### src/mptd_pkg.sv
// Shared types and codes for the multichannel periodic tick divider.
// Depends on nothing; every other file in the block but mptd_mem imports it.
package mptd_pkg;

    // Action codes carried on the input word.
    typedef enum logic [2:0] {
        ACT_TICK  = 3'd0,
        ACT_OPEN  = 3'd1,
        ACT_CLOSE = 3'd2,
        ACT_SETF  = 3'd3,
        ACT_POLL  = 3'd4
    } t_action;

    // Status codes returned on the result word.
    typedef enum logic [1:0] {
        ST_OK     = 2'd0,
        ST_BADF   = 2'd1,
        ST_CLOSED = 2'd2,
        ST_NOTYET = 2'd3
    } t_status;

    // Sequencer states.
    typedef enum logic [1:0] {
        S_IDLE  = 2'd0,
        S_READ  = 2'd1,
        S_WRITE = 2'd2
    } t_state;

endpackage

### src/mptd_mem.sv
// Channel state memory: one synchronous read port, one write port, registered read data.
// Per-entry valid flops make unwritten entries read back as the reset word.
// Depends on nothing outside this file.
module mptd_mem #(
    parameter int              DEPTH      = 4,
    parameter int              AW         = 2,
    parameter int              W          = 20,
    parameter logic [W-1:0]    RESET_WORD = '0
) (
    input  logic          i_clk,
    input  logic          i_rst_n,
    input  logic [AW-1:0] i_rd_addr,
    output logic [W-1:0]  o_rd_data,
    input  logic          i_wr_en,
    input  logic [AW-1:0] i_wr_addr,
    input  logic [W-1:0]  i_wr_data
);

    logic [W-1:0]     r_mem [DEPTH];
    logic [DEPTH-1:0] r_valid;
    logic [W-1:0]     r_rd_data;
    logic             r_rd_hit;

    // Storage array and registered read.
    always_ff @(posedge i_clk) begin
        if (i_wr_en) begin
            r_mem[i_wr_addr] <= i_wr_data;
        end
        r_rd_data <= r_mem[i_rd_addr];
    end

    // Valid bits mark entries written since reset.
    always_ff @(posedge i_clk) begin
        if (!i_rst_n) begin
            r_valid  <= '0;
            r_rd_hit <= 1'b0;
        end else begin
            if (i_wr_en) begin
                r_valid[i_wr_addr] <= 1'b1;
            end
            r_rd_hit <= r_valid[i_rd_addr];
        end
    end

    // An entry never written reads as the reset word.
    assign o_rd_data = r_rd_hit ? r_rd_data : RESET_WORD;

endmodule

### src/mptd_ctrl.sv
// Read-modify-write sequencer for the channel state memory.
// Depends on mptd_pkg; the per-channel words live in mptd_mem, reached through the memory port.
module mptd_ctrl
    import mptd_pkg::*;
#(
    parameter int CHANNELS = 4,
    parameter int MAX_FREQ = 512,
    parameter int MIN_FREQ = 2,
    parameter int AW       = 2,
    parameter int DIV_W    = 9,
    parameter int W        = 20
) (
    input  logic             i_clk,
    input  logic             i_rst_n,
    input  logic             i_in_valid,
    output logic             o_in_ready,
    input  logic [2:0]       i_action,
    input  logic [1:0]       i_channel,
    input  logic [15:0]      i_frequency,
    input  logic             i_out_free,
    output logic             o_res_valid,
    output t_status          o_res_status,
    output logic             o_res_fired,
    output logic [AW-1:0]    o_mem_addr,
    input  logic [W-1:0]     i_mem_rd_data,
    output logic             o_mem_wr_en,
    output logic [W-1:0]     o_mem_wr_data
);

    localparam int               DIV0     = MAX_FREQ / MIN_FREQ;
    localparam logic [DIV_W-1:0] DIV_OPEN = DIV_W'(DIV0);
    localparam logic [15:0]      MAXF     = 16'(MAX_FREQ);
    localparam logic [15:0]      MINF     = 16'(MIN_FREQ);
    localparam logic [AW-1:0]    LAST     = AW'(CHANNELS - 1);

    t_state           r_state, n_state;
    t_action          r_action;
    logic             r_inrange;
    logic             r_fok;
    logic [DIV_W-1:0] r_div;
    logic [AW-1:0]    r_addr;

    logic             accept;
    logic             freq_ok;
    logic [3:0]       freq_lg;
    logic             commit;
    logic             step_next;
    logic             e_open, e_fired;
    logic [DIV_W-1:0] e_rel, e_cnt;
    logic             w_open, w_fired;
    logic [DIV_W-1:0] w_rel, w_cnt;

    assign accept     = i_in_valid && o_in_ready;
    assign o_mem_addr = r_addr;

    // Frequency check: a power of two within the allowed range.
    assign freq_ok = (i_frequency != 16'd0) && (i_frequency >= MINF) &&
                     (i_frequency <= MAXF) &&
                     ((i_frequency & (i_frequency - 16'd1)) == 16'd0);

    // Bit position of a one-hot frequency, used as the divider shift.
    always_comb begin
        freq_lg = 4'd0;
        for (int b = 0; b < 16; b++) begin
            if (i_frequency[b]) begin
                freq_lg = freq_lg | 4'(b);
            end
        end
    end

    // Unpack the word read back from memory.
    assign e_open  = i_mem_rd_data[W-1];
    assign e_fired = i_mem_rd_data[W-2];
    assign e_rel   = i_mem_rd_data[2*DIV_W-1:DIV_W];
    assign e_cnt   = i_mem_rd_data[DIV_W-1:0];

    // Next state, modified word and result.
    always_comb begin
        n_state      = r_state;
        o_in_ready   = 1'b0;
        o_res_valid  = 1'b0;
        o_res_status = ST_OK;
        o_res_fired  = 1'b0;
        o_mem_wr_en  = 1'b0;
        commit       = 1'b0;
        step_next    = 1'b0;
        w_open       = e_open;
        w_fired      = e_fired;
        w_rel        = e_rel;
        w_cnt        = e_cnt;
        case (r_state)
            S_IDLE: begin
                o_in_ready = 1'b1;
                if (i_in_valid) begin
                    n_state = S_READ;
                end
            end
            S_READ: begin
                n_state = S_WRITE;
            end
            S_WRITE: begin
                if (r_action == ACT_TICK) begin
                    if (e_open && !e_fired) begin
                        if (e_cnt <= DIV_W'(1)) begin
                            w_fired = 1'b1;
                        end else begin
                            w_cnt = e_cnt - DIV_W'(1);
                        end
                    end
                    if (r_addr != LAST) begin
                        step_next   = 1'b1;
                        o_mem_wr_en = 1'b1;
                        n_state     = S_READ;
                    end else begin
                        commit = i_out_free;
                        o_mem_wr_en = commit;
                    end
                end else begin
                    commit = i_out_free;
                    if (!r_inrange) begin
                        case (r_action)
                            ACT_OPEN, ACT_CLOSE, ACT_SETF, ACT_POLL: begin
                                o_res_status = ST_CLOSED;
                            end
                            default: begin
                                o_res_status = ST_OK;
                            end
                        endcase
                    end else begin
                        case (r_action)
                            ACT_OPEN: begin
                                w_open      = 1'b1;
                                w_fired     = 1'b0;
                                w_rel       = DIV_OPEN;
                                w_cnt       = DIV_OPEN;
                                o_mem_wr_en = commit;
                            end
                            ACT_CLOSE: begin
                                w_open      = 1'b0;
                                o_mem_wr_en = commit;
                            end
                            ACT_SETF: begin
                                if (!r_fok) begin
                                    o_res_status = ST_BADF;
                                end else if (!e_open) begin
                                    o_res_status = ST_CLOSED;
                                end else begin
                                    w_rel       = r_div;
                                    w_cnt       = r_div;
                                    o_mem_wr_en = commit;
                                end
                            end
                            ACT_POLL: begin
                                if (!e_open) begin
                                    o_res_status = ST_CLOSED;
                                end else if (!e_fired) begin
                                    o_res_status = ST_NOTYET;
                                end else begin
                                    w_fired     = 1'b0;
                                    w_cnt       = e_rel;
                                    o_res_fired = 1'b1;
                                    o_mem_wr_en = commit;
                                end
                            end
                            default: begin
                                o_res_status = ST_OK;
                            end
                        endcase
                    end
                end
                if (commit) begin
                    o_res_valid = 1'b1;
                    n_state     = S_IDLE;
                end
            end
            default: begin
                n_state = S_IDLE;
            end
        endcase
    end

    assign o_mem_wr_data = {w_open, w_fired, w_rel, w_cnt};

    // State register.
    always_ff @(posedge i_clk) begin
        if (!i_rst_n) begin
            r_state <= S_IDLE;
        end else begin
            r_state <= n_state;
        end
    end

    // Item registers, captured when a word is accepted; the address walks during a tick.
    always_ff @(posedge i_clk) begin
        if (accept) begin
            r_action  <= t_action'(i_action);
            r_inrange <= (32'(i_channel) < CHANNELS);
            r_fok     <= freq_ok;
            r_div     <= DIV_W'(MAXF >> freq_lg);
            if (t_action'(i_action) == ACT_TICK) begin
                r_addr <= '0;
            end else begin
                r_addr <= AW'(i_channel);
            end
        end else if (step_next) begin
            r_addr <= r_addr + AW'(1);
        end
    end

endmodule

### src/multichannel_periodic_tick_divider_top.sv
// A channel action is taken in the idle state, its channel word is read in the read state, and the
// write state writes back any change and passes the result to the output register. A tick instead
// reads and writes back every channel in turn before its result is passed on. A new word is taken
// only in the idle state, once the sequencer is done with the previous word; a stalled result holds the
// sequencer in its write state. Reset (synchronous, active low) clears the control state and
// the memory valid bits, so every channel reads as closed with the full divider.
module multichannel_periodic_tick_divider_top
    import mptd_pkg::*;
#(
    parameter int CHANNELS = 4,
    parameter int MAX_FREQ = 512,
    parameter int MIN_FREQ = 2
) (
    input  logic        i_clk,
    input  logic        i_rst_n,
    input  logic        i_in_valid,
    output logic        o_in_ready,
    input  logic [2:0]  i_action,
    input  logic [1:0]  i_channel,
    input  logic [15:0] i_frequency,
    output logic        o_out_valid,
    input  logic        i_out_ready,
    output logic [1:0]  o_status,
    output logic        o_fired
);

    localparam int DIV0  = MAX_FREQ / MIN_FREQ;
    localparam int DIV_W = (DIV0 < 2) ? 1 : $clog2(DIV0 + 1);
    localparam int AW    = (CHANNELS < 2) ? 1 : $clog2(CHANNELS);
    localparam int W     = 2 + 2 * DIV_W;
    localparam logic [W-1:0] RESET_WORD = {1'b0, 1'b0, DIV_W'(DIV0), DIV_W'(DIV0)};

    logic          out_free;
    logic          res_valid;
    t_status       res_status;
    logic          res_fired;
    logic [AW-1:0] mem_addr;
    logic [W-1:0]  mem_rd_data;
    logic          mem_wr_en;
    logic [W-1:0]  mem_wr_data;
    logic          r_out_valid;
    logic [1:0]    r_status;
    logic          r_fired;

    assign out_free = !r_out_valid || i_out_ready;

    mptd_ctrl #(
        .CHANNELS (CHANNELS),
        .MAX_FREQ (MAX_FREQ),
        .MIN_FREQ (MIN_FREQ),
        .AW       (AW),
        .DIV_W    (DIV_W),
        .W        (W)
    ) u_ctrl (
        .i_clk          (i_clk),
        .i_rst_n        (i_rst_n),
        .i_in_valid     (i_in_valid),
        .o_in_ready     (o_in_ready),
        .i_action       (i_action),
        .i_channel      (i_channel),
        .i_frequency    (i_frequency),
        .i_out_free     (out_free),
        .o_res_valid    (res_valid),
        .o_res_status   (res_status),
        .o_res_fired    (res_fired),
        .o_mem_addr     (mem_addr),
        .i_mem_rd_data  (mem_rd_data),
        .o_mem_wr_en    (mem_wr_en),
        .o_mem_wr_data  (mem_wr_data)
    );

    mptd_mem #(
        .DEPTH      (CHANNELS),
        .AW         (AW),
        .W          (W),
        .RESET_WORD (RESET_WORD)
    ) u_mem (
        .i_clk     (i_clk),
        .i_rst_n   (i_rst_n),
        .i_rd_addr (mem_addr),
        .o_rd_data (mem_rd_data),
        .i_wr_en   (mem_wr_en),
        .i_wr_addr (mem_addr),
        .i_wr_data (mem_wr_data)
    );

    // Output register: holds the result word until it is taken.
    always_ff @(posedge i_clk) begin
        if (!i_rst_n) begin
            r_out_valid <= 1'b0;
        end else if (res_valid) begin
            r_out_valid <= 1'b1;
        end else if (i_out_ready) begin
            r_out_valid <= 1'b0;
        end
    end

    always_ff @(posedge i_clk) begin
        if (res_valid) begin
            r_status <= 2'(res_status);
            r_fired  <= res_fired;
        end
    end

    assign o_out_valid = r_out_valid;
    assign o_status    = r_status;
    assign o_fired     = r_fired;

endmodule

### config.mk
export PLATFORM = sky130hd
export DESIGN_NAME = multichannel_periodic_tick_divider_top
export DESIGN_NICKNAME = d
export VERILOG_FILES = /design/src/mptd_pkg.sv /design/src/mptd_mem.sv /design/src/mptd_ctrl.sv /design/src/multichannel_periodic_tick_divider_top.sv
export SDC_FILE = /design/constraint.sdc
export NUM_CORES = 1
export LEC_CHECK = 0
export ABC_AREA = 1
export BUFFER_PORTS_ARGS = -buffer_cell sky130_fd_sc_hd__buf_2
export CORE_MARGIN = 2
export CORE_UTILIZATION = 45
export DETAILED_ROUTE_END_ITERATION = 10
export PLACE_DENSITY = 0.63
export SLEW_MARGIN = 20
export SYNTH_ARGS = -nofsm -noshare
export SYNTH_HDL_FRONTEND = slang
export SYNTH_SLANG_ARGS = --single-unit
### constraint.sdc
create_clock -name i_clk -period 6.1 [get_ports i_clk]
set_clock_uncertainty 0.05 [all_clocks]
set_input_delay 1.22 -clock i_clk [delete_from_list [all_inputs] [get_ports i_clk]]
set_output_delay 1.22 -clock i_clk [all_outputs]
set_load 0.01 [all_outputs]
==> impl_metrics.csv, run 1 <==
group,metric,value,unit
synth,yosysWarnings,0,
sta,worst_slew_pin_slew,893,ps
power_and_ir_drop,worst_ir_drop_on_vdd,160,uV
detailed_routing,antenna_violating_nets_post_route,0,
cts,number_of_buffers_created_by_cts,17,
die,core.rowCount,41,
detailed_routing,initialDrtViolationCount,420,
worst_setup_path,critical_path.most_common_cell,"sky130_fd_sc_hd__inv_1",
die,start_util,0.464,
die,die_height,119,microns
global_routing,grt_pass1_vias,4274,
worst_setup_path,worst-endpoint-arrival,2640,ps
cts,cts_repair_resize_count,0,
synth,synth-edff-count,98,
sta,rel_slew_slack,0.404,
global_routing,antenna_violations_before_repair,0,
worst_setup_path,max_stage_delay_on_crit_path,670,ps
power_and_ir_drop,power_leakage,2.75,nW
sta,max_freq,376,MHz
synth,syn_avg_cell_area,9.35,sq um
worst_setup_path,worstSetupEndpointType,"flip-flop",
cts,post_cts_hold_buffer_count,0,
hold_path,min-delay-path-class,"flip-flop to flip-flop",
synth,synth.cell_area,5900,sq um
synth,post_synth_inst_count,631,
cts,clock_tree.buffer_depth,2,
worst_setup_path,timing.critical_path.cells,"buf_4 > ha_1 > inv_1 > nand2_1 > a21oi_2 > nand3_1 > inv_1",
global_routing,grt.overflow.total,0,
worst_setup_path,worstSetupStartpointType,"flip-flop",
cts,tritoncts,"done",
worst_setup_path,crit_buf_inv,3,
cts,worst_skew_pair.late_latency,410,ps
detailed_routing,dr.pass1.iters,5,
detailed_routing,avgRoutedWirePerCell,16.3,microns
die,die_width,119,microns
detailed_routing,remaining_routing_drc_violations,0,
worst_setup_path,crit_required,6080,ps
global_routing,grt_max_degree,46,
worst_setup_path,cpLargestDelayFamily,"buffers and inverters",
synth,yosysSeqAreaShare,0.594,
die,num_io_pins,30,
detailed_routing,num_vias,4557,
placed_design,gp_routability_congestion,0.929,
die,floorplan.core_area,12700,sq um
flow_run,max-cap-violations,0,
cts,total_setup_buffers_inserted_after_cts,0,
cts,cts_htree_levels,4,
cts,tritoncts_num_sinks,126,
outcome,outcome,"completed",
die,floorplan.die_area,14000,sq um
global_routing,grt_use_total,0.204,
cts,ctsRootBufferMaster,"sky130_fd_sc_hd__clkbuf_16",
placed_design,placement.setup.worst_slack,3200,ps
sta,worst_slack,3440,ps
placed_design,post-dp-hpwl,9.69,mm
sta,timing.setup.tns,0,ps
synth,top_area_cell_type_share_of_the_netlist_area,0.499,
synth,primary_flip_flop_cell_chosen_by_synthesis_mapping,"sky130_fd_sc_hd__edfxtp_1",
sta,setup_violations,0,
final_layout,n_antenna_cell,0,
synth,synth_cell_types,37,
power_and_ir_drop,power-per-cell-area,310,nW/um^2
final_layout,total_number_of_nets_in_the_final_design,699,
synth,ys_async_sr_fraction,0,
sta,grt_setup_unrepaired,"false",
cts,clkTransAtPathRegs,50,ps
synth,synth_top_cells_by_area,"sky130_fd_sc_hd__edfxtp_1, sky130_fd_sc_hd__dfxtp_1, sky130_fd_sc_hd__nand2_1",
detailed_routing,routed_wirelength,13.9,mm
synth,netlist.top_cell.by_area,"sky130_fd_sc_hd__edfxtp_1",
sta,min_period,2660,ps
final_layout,layout-drive-gt1-share,0.143,
detailed_routing,route.detailed.vias_per_inst,5.35,
sta,finalHoldViolCount,0,
worst_setup_path,path_class,"flip-flop to flip-flop",
global_routing,grt_pass1_wl,21.8,mm
sta,timing.final.crit_share,0.436,
sta,final_max_slew_viol_count,0,
placed_design,portBuffers,29,
synth,synth.net_count,662,
synth,synth-seq-cells,126,
final_layout,area_overhead_vs_synth,14.6,%
worst_setup_path,critical_path.max_fanout,45,
worst_setup_path,slowest_stage,"sky130_fd_sc_hd__inv_1",
## path summary, 6_finish.rpt
path	startpoint	end	slack (ps)	depth (start not counted)
max	u_ctrl.o_mem_addr[0]$_DFFE_PP_	u_mem.r_mem[1][7]$_DFFE_PP_	3440	7
min	u_mem.r_valid[1]$_SDFFE_PN0P_	u_mem.r_valid[1]$_SDFFE_PN0P_	410	2
max reg2reg	u_ctrl.o_mem_addr[0]$_DFFE_PP_	u_mem.r_mem[1][7]$_DFFE_PP_	3440	7
min reg2reg	u_mem.r_valid[1]$_SDFFE_PN0P_	u_mem.r_valid[1]$_SDFFE_PN0P_	410	2
## stage by stage
stage,power [mW],hold slack [ps],cell area [sq um],utilization,std cells
floorplan,1.13,385,5900,-,631
global placement,1.20,396,6220,0.489,821
detailed placement,1.20,398,6220,0.489,821
CTS,2.11,410,6760,0.531,852
global route,2.17,432,6760,0.531,852
finish,2.09,410,6760,0.531,852
## synthesized netlist by cell type (3+ instances only)
library cell	number
sky130_fd_sc_hd__nand2_1	117
sky130_fd_sc_hd__edfxtp_1	98
sky130_fd_sc_hd__nor2_1	88
sky130_fd_sc_hd__inv_1	64
sky130_fd_sc_hd__o21ai_0	63
sky130_fd_sc_hd__nand3_1	44
sky130_fd_sc_hd__dfxtp_1	28
sky130_fd_sc_hd__o22ai_1	26
sky130_fd_sc_hd__a21oi_1	13
sky130_fd_sc_hd__clkbuf_1	13
sky130_fd_sc_hd__inv_2	11
sky130_fd_sc_hd__nand2_2	8
sky130_fd_sc_hd__nor3_1	7
sky130_fd_sc_hd__ha_1	6
sky130_fd_sc_hd__nand4_1	6
sky130_fd_sc_hd__nor2_2	4
sky130_fd_sc_hd__nor2_4	4
sky130_fd_sc_hd__o21ai_1	4
sky130_fd_sc_hd__nand2_4	3
## registers in the layout, summed over array words and instances (netlist names), 2 cells and up
| signal | count |
|---|---|
| u_mem.r_valid | 4 |
| u_ctrl.r_state | 2 |
| u_ctrl.r_action | 3 |
| u_mem.r_rd_data | 20 |
| u_mem.r_mem | 80 |
| u_ctrl.o_mem_addr | 2 |
| o_status | 2 |
| u_ctrl.r_div | 9 |
## power by group
group | internal, mW | switching, mW | leakage, nW | total (mW)
clock | 0.574 | 0.337 | 0.263 | 0.911
sequential | 0.961 | 0.0200 | 1.14 | 0.981
combinational | 0.0595 | 0.143 | 1.34 | 0.202
total | 1.59 | 0.499 | 2.75 | 2.09
## logic make-up after synthesis
logic type / count (synthesis) / synth area share
compound gates: 118 / 0.112
xor+xnor: 1 / 0.00148
fa+ha+maj: 6 / 0.0127
buf+inv: 91 / 0.0604
flops: 126 / 0.594
simple gates: 289 / 0.220
## layer usage
metal	up-vias	global-route usage	routed length (microns)
met5	-	0	0
met4	0	0.0997	451
met3	32	0.0449	693
met2	141	0.339	6970
met1	2153	0.252	5780
li1	2231	-	-
## tightest hold or removal path: stages (launching register included)
cell and delay [ps]:
sky130_fd_sc_hd__dfxtp_1 290, sky130_fd_sc_hd__inv_1 60, sky130_fd_sc_hd__a21oi_1 60
## final cells by class
| class | instances | area (sq um) |
|---|---|---|
| clock buffer | 23 | 468 |
| clock inverter | 8 | 70.1 |
| fill | 1209 | 5960 |
| inverter | 75 | 282 |
| multi-input combinational | 414 | 2040 |
| sequential | 126 | 3500 |
| tap | 172 | 215 |
| timing repair buffer | 34 | 183 |
## placed cells by master (no fill, tap or decap), drive strengths merged, types with 2 or more instances in the layout
master	synthesis	layout
o21ai	68	68
clkbuf	13	23
nor2	97	97
nand2	128	128
nand3	47	47
dfxtp	28	28
nor4	2	2
inv	75	75
nand4	6	6
o22ai	26	26
nor3	7	7
buf	3	34
a21oi	14	14
a22oi	2	2
o21a	2	2
ha	6	6
edfxtp	98	98
clkinvlp	0	2
clkinv	0	5
o211ai	2	2
Note: power is estimated with default switching activity, not from simulation.
==> run 2, diff against run 1 <==
ABC_AREA = 0   (was 1)
clock period = 2.6 ns   (was 6.1 ns; I/O delays follow)
==> run 2 against run 1 <==
Effect of this change:
- area after synthesis shrank 6.1%
- via count is 22% lower
- critical path type unchanged
- worst setup slack got worse by 3300 ps
- largest power group is now the clock network
- register-to-register slack worse by 3300 ps
- wire length down 10%
- clock-buffer cell count fell by 6
- die area fell by 5.9%
- global-route usage fell by 0.37 points
- combinational power is 52% higher
- fmax rose by 7.8%
- sequential share of layout area up 1.1 points
==> impl_metrics.csv, run 2 <==
group,metric,value,unit
die,core.rowCount,40,
detailed_routing,num_vias,3565,
cts,clock_tree.buffer_depth,2,
placed_design,gp_routability_congestion,0.911,
global_routing,grt_pass1_vias,3591,
detailed_routing,antenna_violating_nets_post_route,0,
global_routing,grt_use_total,0.200,
placed_design,post-dp-hpwl,8.39,mm
worst_setup_path,worstSetupStartpointType,"flip-flop",
detailed_routing,initialDrtViolationCount,351,
sta,timing.setup.tns,0,ps
worst_setup_path,path_class,"flip-flop to flip-flop",
detailed_routing,route.detailed.vias_per_inst,5.86,
power_and_ir_drop,power_switching,1.13,mW
detailed_routing,avgRoutedWirePerCell,20.5,microns
synth,primary_flip_flop_cell_chosen_by_synthesis_mapping,"sky130_fd_sc_hd__edfxtp_1",
sta,grt_setup_unrepaired,"false",
cts,ctsRootBufferMaster,"sky130_fd_sc_hd__clkbuf_16",
flow_run,max-cap-violations,0,
synth,syn_avg_cell_area,13.9,sq um
final_layout,filler_cell_count_in_the_final_layout,980,
global_routing,grt_pass1_wl,19.4,mm
detailed_routing,remaining_routing_drc_violations,0,
final_layout,layout.cells.most_common,"sky130_fd_sc_hd__edfxtp_1",
outcome,outcome,"completed",
detailed_routing,routed_wirelength,12.5,mm
synth,synth_cell_types,57,
sta,rel_slew_slack,0.592,
detailed_routing,wl_met1,5.36,mm
sta,final_max_slew_viol_count,0,
placed_design,placement.setup.worst_slack,112,ps
cts,post_cts_hold_buffer_count,0,
power_and_ir_drop,power_leakage,2.37,nW
synth,synth-seq-cells,126,
synth,synth.net_count,429,
detailed_routing,dr.pass1.iters,5,
sta,worst_slack,132,ps
die,num_io_pins,30,
synth,synth.cell_area,5540,sq um
detailed_routing,top_signal_layer_used,"met4",
final_layout,total_number_of_nets_in_the_final_design,479,
synth,netlist.top_cell.by_area,"sky130_fd_sc_hd__edfxtp_1",
final_layout,area_overhead_vs_synth,19.5,%
synth,yosys.cell_count.top_type,"sky130_fd_sc_hd__edfxtp_1",
final_layout,n_antenna_cell,0,
global_routing,antenna_violations_before_repair,0,
die,die_width,115,microns
power_and_ir_drop,worst_ir_drop_on_vdd,508,uV
synth,synth-edff-count,98,
worst_setup_path,crit_required,2710,ps
worst_setup_path,worst-endpoint-arrival,2580,ps
worst_setup_path,worstSetupEndpointType,"flip-flop",
sta,max_freq,405,MHz
final_layout,regMostFlops,"u_mem.r_mem",
sta,timing.final.crit_share,0.949,
power_and_ir_drop,logic_gate_share_of_total_power,0.060,
final_layout,largest_registers_in_the_final_layout,"u_mem.r_mem x80, u_mem.r_rd_data x20, u_ctrl.r_div x9",
cts,number_of_buffers_created_by_cts,17,
final_layout,layout_common_cells,"sky130_fd_sc_hd__edfxtp_1, sky130_fd_sc_hd__nand2_1, sky130_fd_sc_hd__buf_2",
synth,synth_common_cells,"sky130_fd_sc_hd__edfxtp_1, sky130_fd_sc_hd__nand2_1, sky130_fd_sc_hd__dfxtp_1, sky130_fd_sc_hd__nor2_1, sky130_fd_sc_hd__mux4_2",
cts,cts_htree_levels,4,
sta,min_period,2470,ps
power_and_ir_drop,internal_power,3.97,mW
synth,top_area_cell_type_share_of_the_netlist_area,0.531,
power_and_ir_drop,clk_network_pwr_share,0.493,
placed_design,portBuffers,29,
die,floorplan.core_area,12000,sq um
cts,worst_skew_pair.late_latency,410,ps
hold_path,min-delay-path-class,"input port to flip-flop",
power_and_ir_drop,power-per-cell-area,771,nW/um^2
sta,setup_violations,0,
sta,finalHoldViolCount,0,
worst_setup_path,critical_path.max_fanout,13,
power_and_ir_drop,power.share.sequential,0.446,
power_and_ir_drop,sw_ratio,0.221,
synth,yosysSeqAreaShare,0.633,
global_routing,grt.overflow.total,0,
cts,tritoncts,"done",
die,start_util,0.461,
final_layout,largest_register_ffs,80,
synth,yosysWarnings,0,
cts,clkTransAtPathRegs,60,ps
cts,tritoncts_num_sinks,126,
die,die_height,115,microns
final_layout,layout-drive-gt1-share,0.247,
sta,worst_slew_pin_slew,611,ps
synth,post_synth_inst_count,398,
synth,synth_top_cells_by_area,"sky130_fd_sc_hd__edfxtp_1, sky130_fd_sc_hd__dfxtp_1, sky130_fd_sc_hd__mux4_2",
detailed_routing,met3_wire_length,637,microns
die,floorplan.die_area,13200,sq um
global_routing,grt_max_degree,25,
synth,ys_async_sr_fraction,0,
detailed_routing,detailroute.wirelength.met2,6.25,mm
## run 2: cell count changes after synthesis, sizes merged, moves of 12 or more
cell | previous run | this run
nand2 | 128 | 30
inv | 75 | 7
nor2 | 97 | 29
o21ai | 68 | 20
nand3 | 47 | 12
o22ai | 26 | 1
mux4 | 0 | 21
buf | 3 | 15
## run 2: per-stage QoR
step                      total power, mW  hold slack (ps)   util  instances  instance area, sq um
after floorplan                      2.50              370      -        398                  5540
after global placement               2.62              383  0.496        573                  5950
after detailed placement             2.62              399  0.496        573                  5950
after CTS                            5.14              245  0.549        605                  6590
after global routing                 5.26              249  0.551        608                  6620
final                                5.10              261  0.551        608                  6620
## run 2: cell families (layout without fill, tap and decap cells)
group           count (synthesis)  count (layout)  synth area share
xor+xnor                        3               3           0.00475
compound gates                 83              83             0.111
fa+ha+maj                       6               6            0.0136
simple gates                  130             130             0.125
mux                            23              23            0.0892
flops                         126             126             0.633
buf+inv                        27              90            0.0242
## run 2: path summary, 6_finish.rpt
kind              slack, ps  cells after the start                       endpoint                     startpoint
setup / recovery        130                      6    u_mem.r_mem[0][7]$_DFFE_PP_   u_ctrl.r_action[1]$_DFFE_PP_
hold / removal          260                      1   u_ctrl.r_action[1]$_DFFE_PP_                    i_action[1]
setup reg to reg        130                      6    u_mem.r_mem[0][7]$_DFFE_PP_   u_ctrl.r_action[1]$_DFFE_PP_
hold reg to reg         410                      2  u_mem.r_valid[0]$_SDFFE_PN0P_  u_mem.r_valid[0]$_SDFFE_PN0P_
## run 2: final cells by class
| type | instances | area, sq um | share of cell area |
|---|---|---|---|
| sequential | 126 | 3500 | 0.529 |
| multi-input combinational | 245 | 1910 | 0.288 |
| clock buffer | 17 | 425 | 0.0643 |
| timing repair buffer | 51 | 360 | 0.0544 |
| clock inverter | 15 | 211 | 0.0319 |
| tap | 147 | 184 | 0.0278 |
| inverter | 7 | 26.3 | 0.00397 |
## run 2: worst max-delay path, cell delays in order, from the launching register on
cell,delay [ps]
sky130_fd_sc_hd__edfxtp_1,560
sky130_fd_sc_hd__nor3b_4,450
sky130_fd_sc_hd__buf_4,220
sky130_fd_sc_hd__a32oi_1,120
sky130_fd_sc_hd__o21ai_0,300
sky130_fd_sc_hd__a2bb2oi_1,110
sky130_fd_sc_hd__nor3_1,400
## run 2: routing by layer
layer,vias to the layer above,track usage
li1,1668,-
met5,-,0
met2,120,0.329
met1,1757,0.260
met3,20,0.0448
met4,0,0.0811
## run 2: timing repair
item | 4_1_cts | 5_1_grt
setup buffers | 0 | 3
resized for setup | 0 | 2
endpoints found under the setup margin | 0 | 68
## run 2: power by group through the flow
stage | Clock (mW) | Sequential (mW) | Combinational, mW
floorplan | 0 | 2.29 | 0.208
global placement | 0 | 2.32 | 0.301
detailed placement | 0 | 2.32 | 0.306
CTS | 2.55 | 2.28 | 0.307
global route | 2.64 | 2.28 | 0.336
finish | 2.52 | 2.28 | 0.308
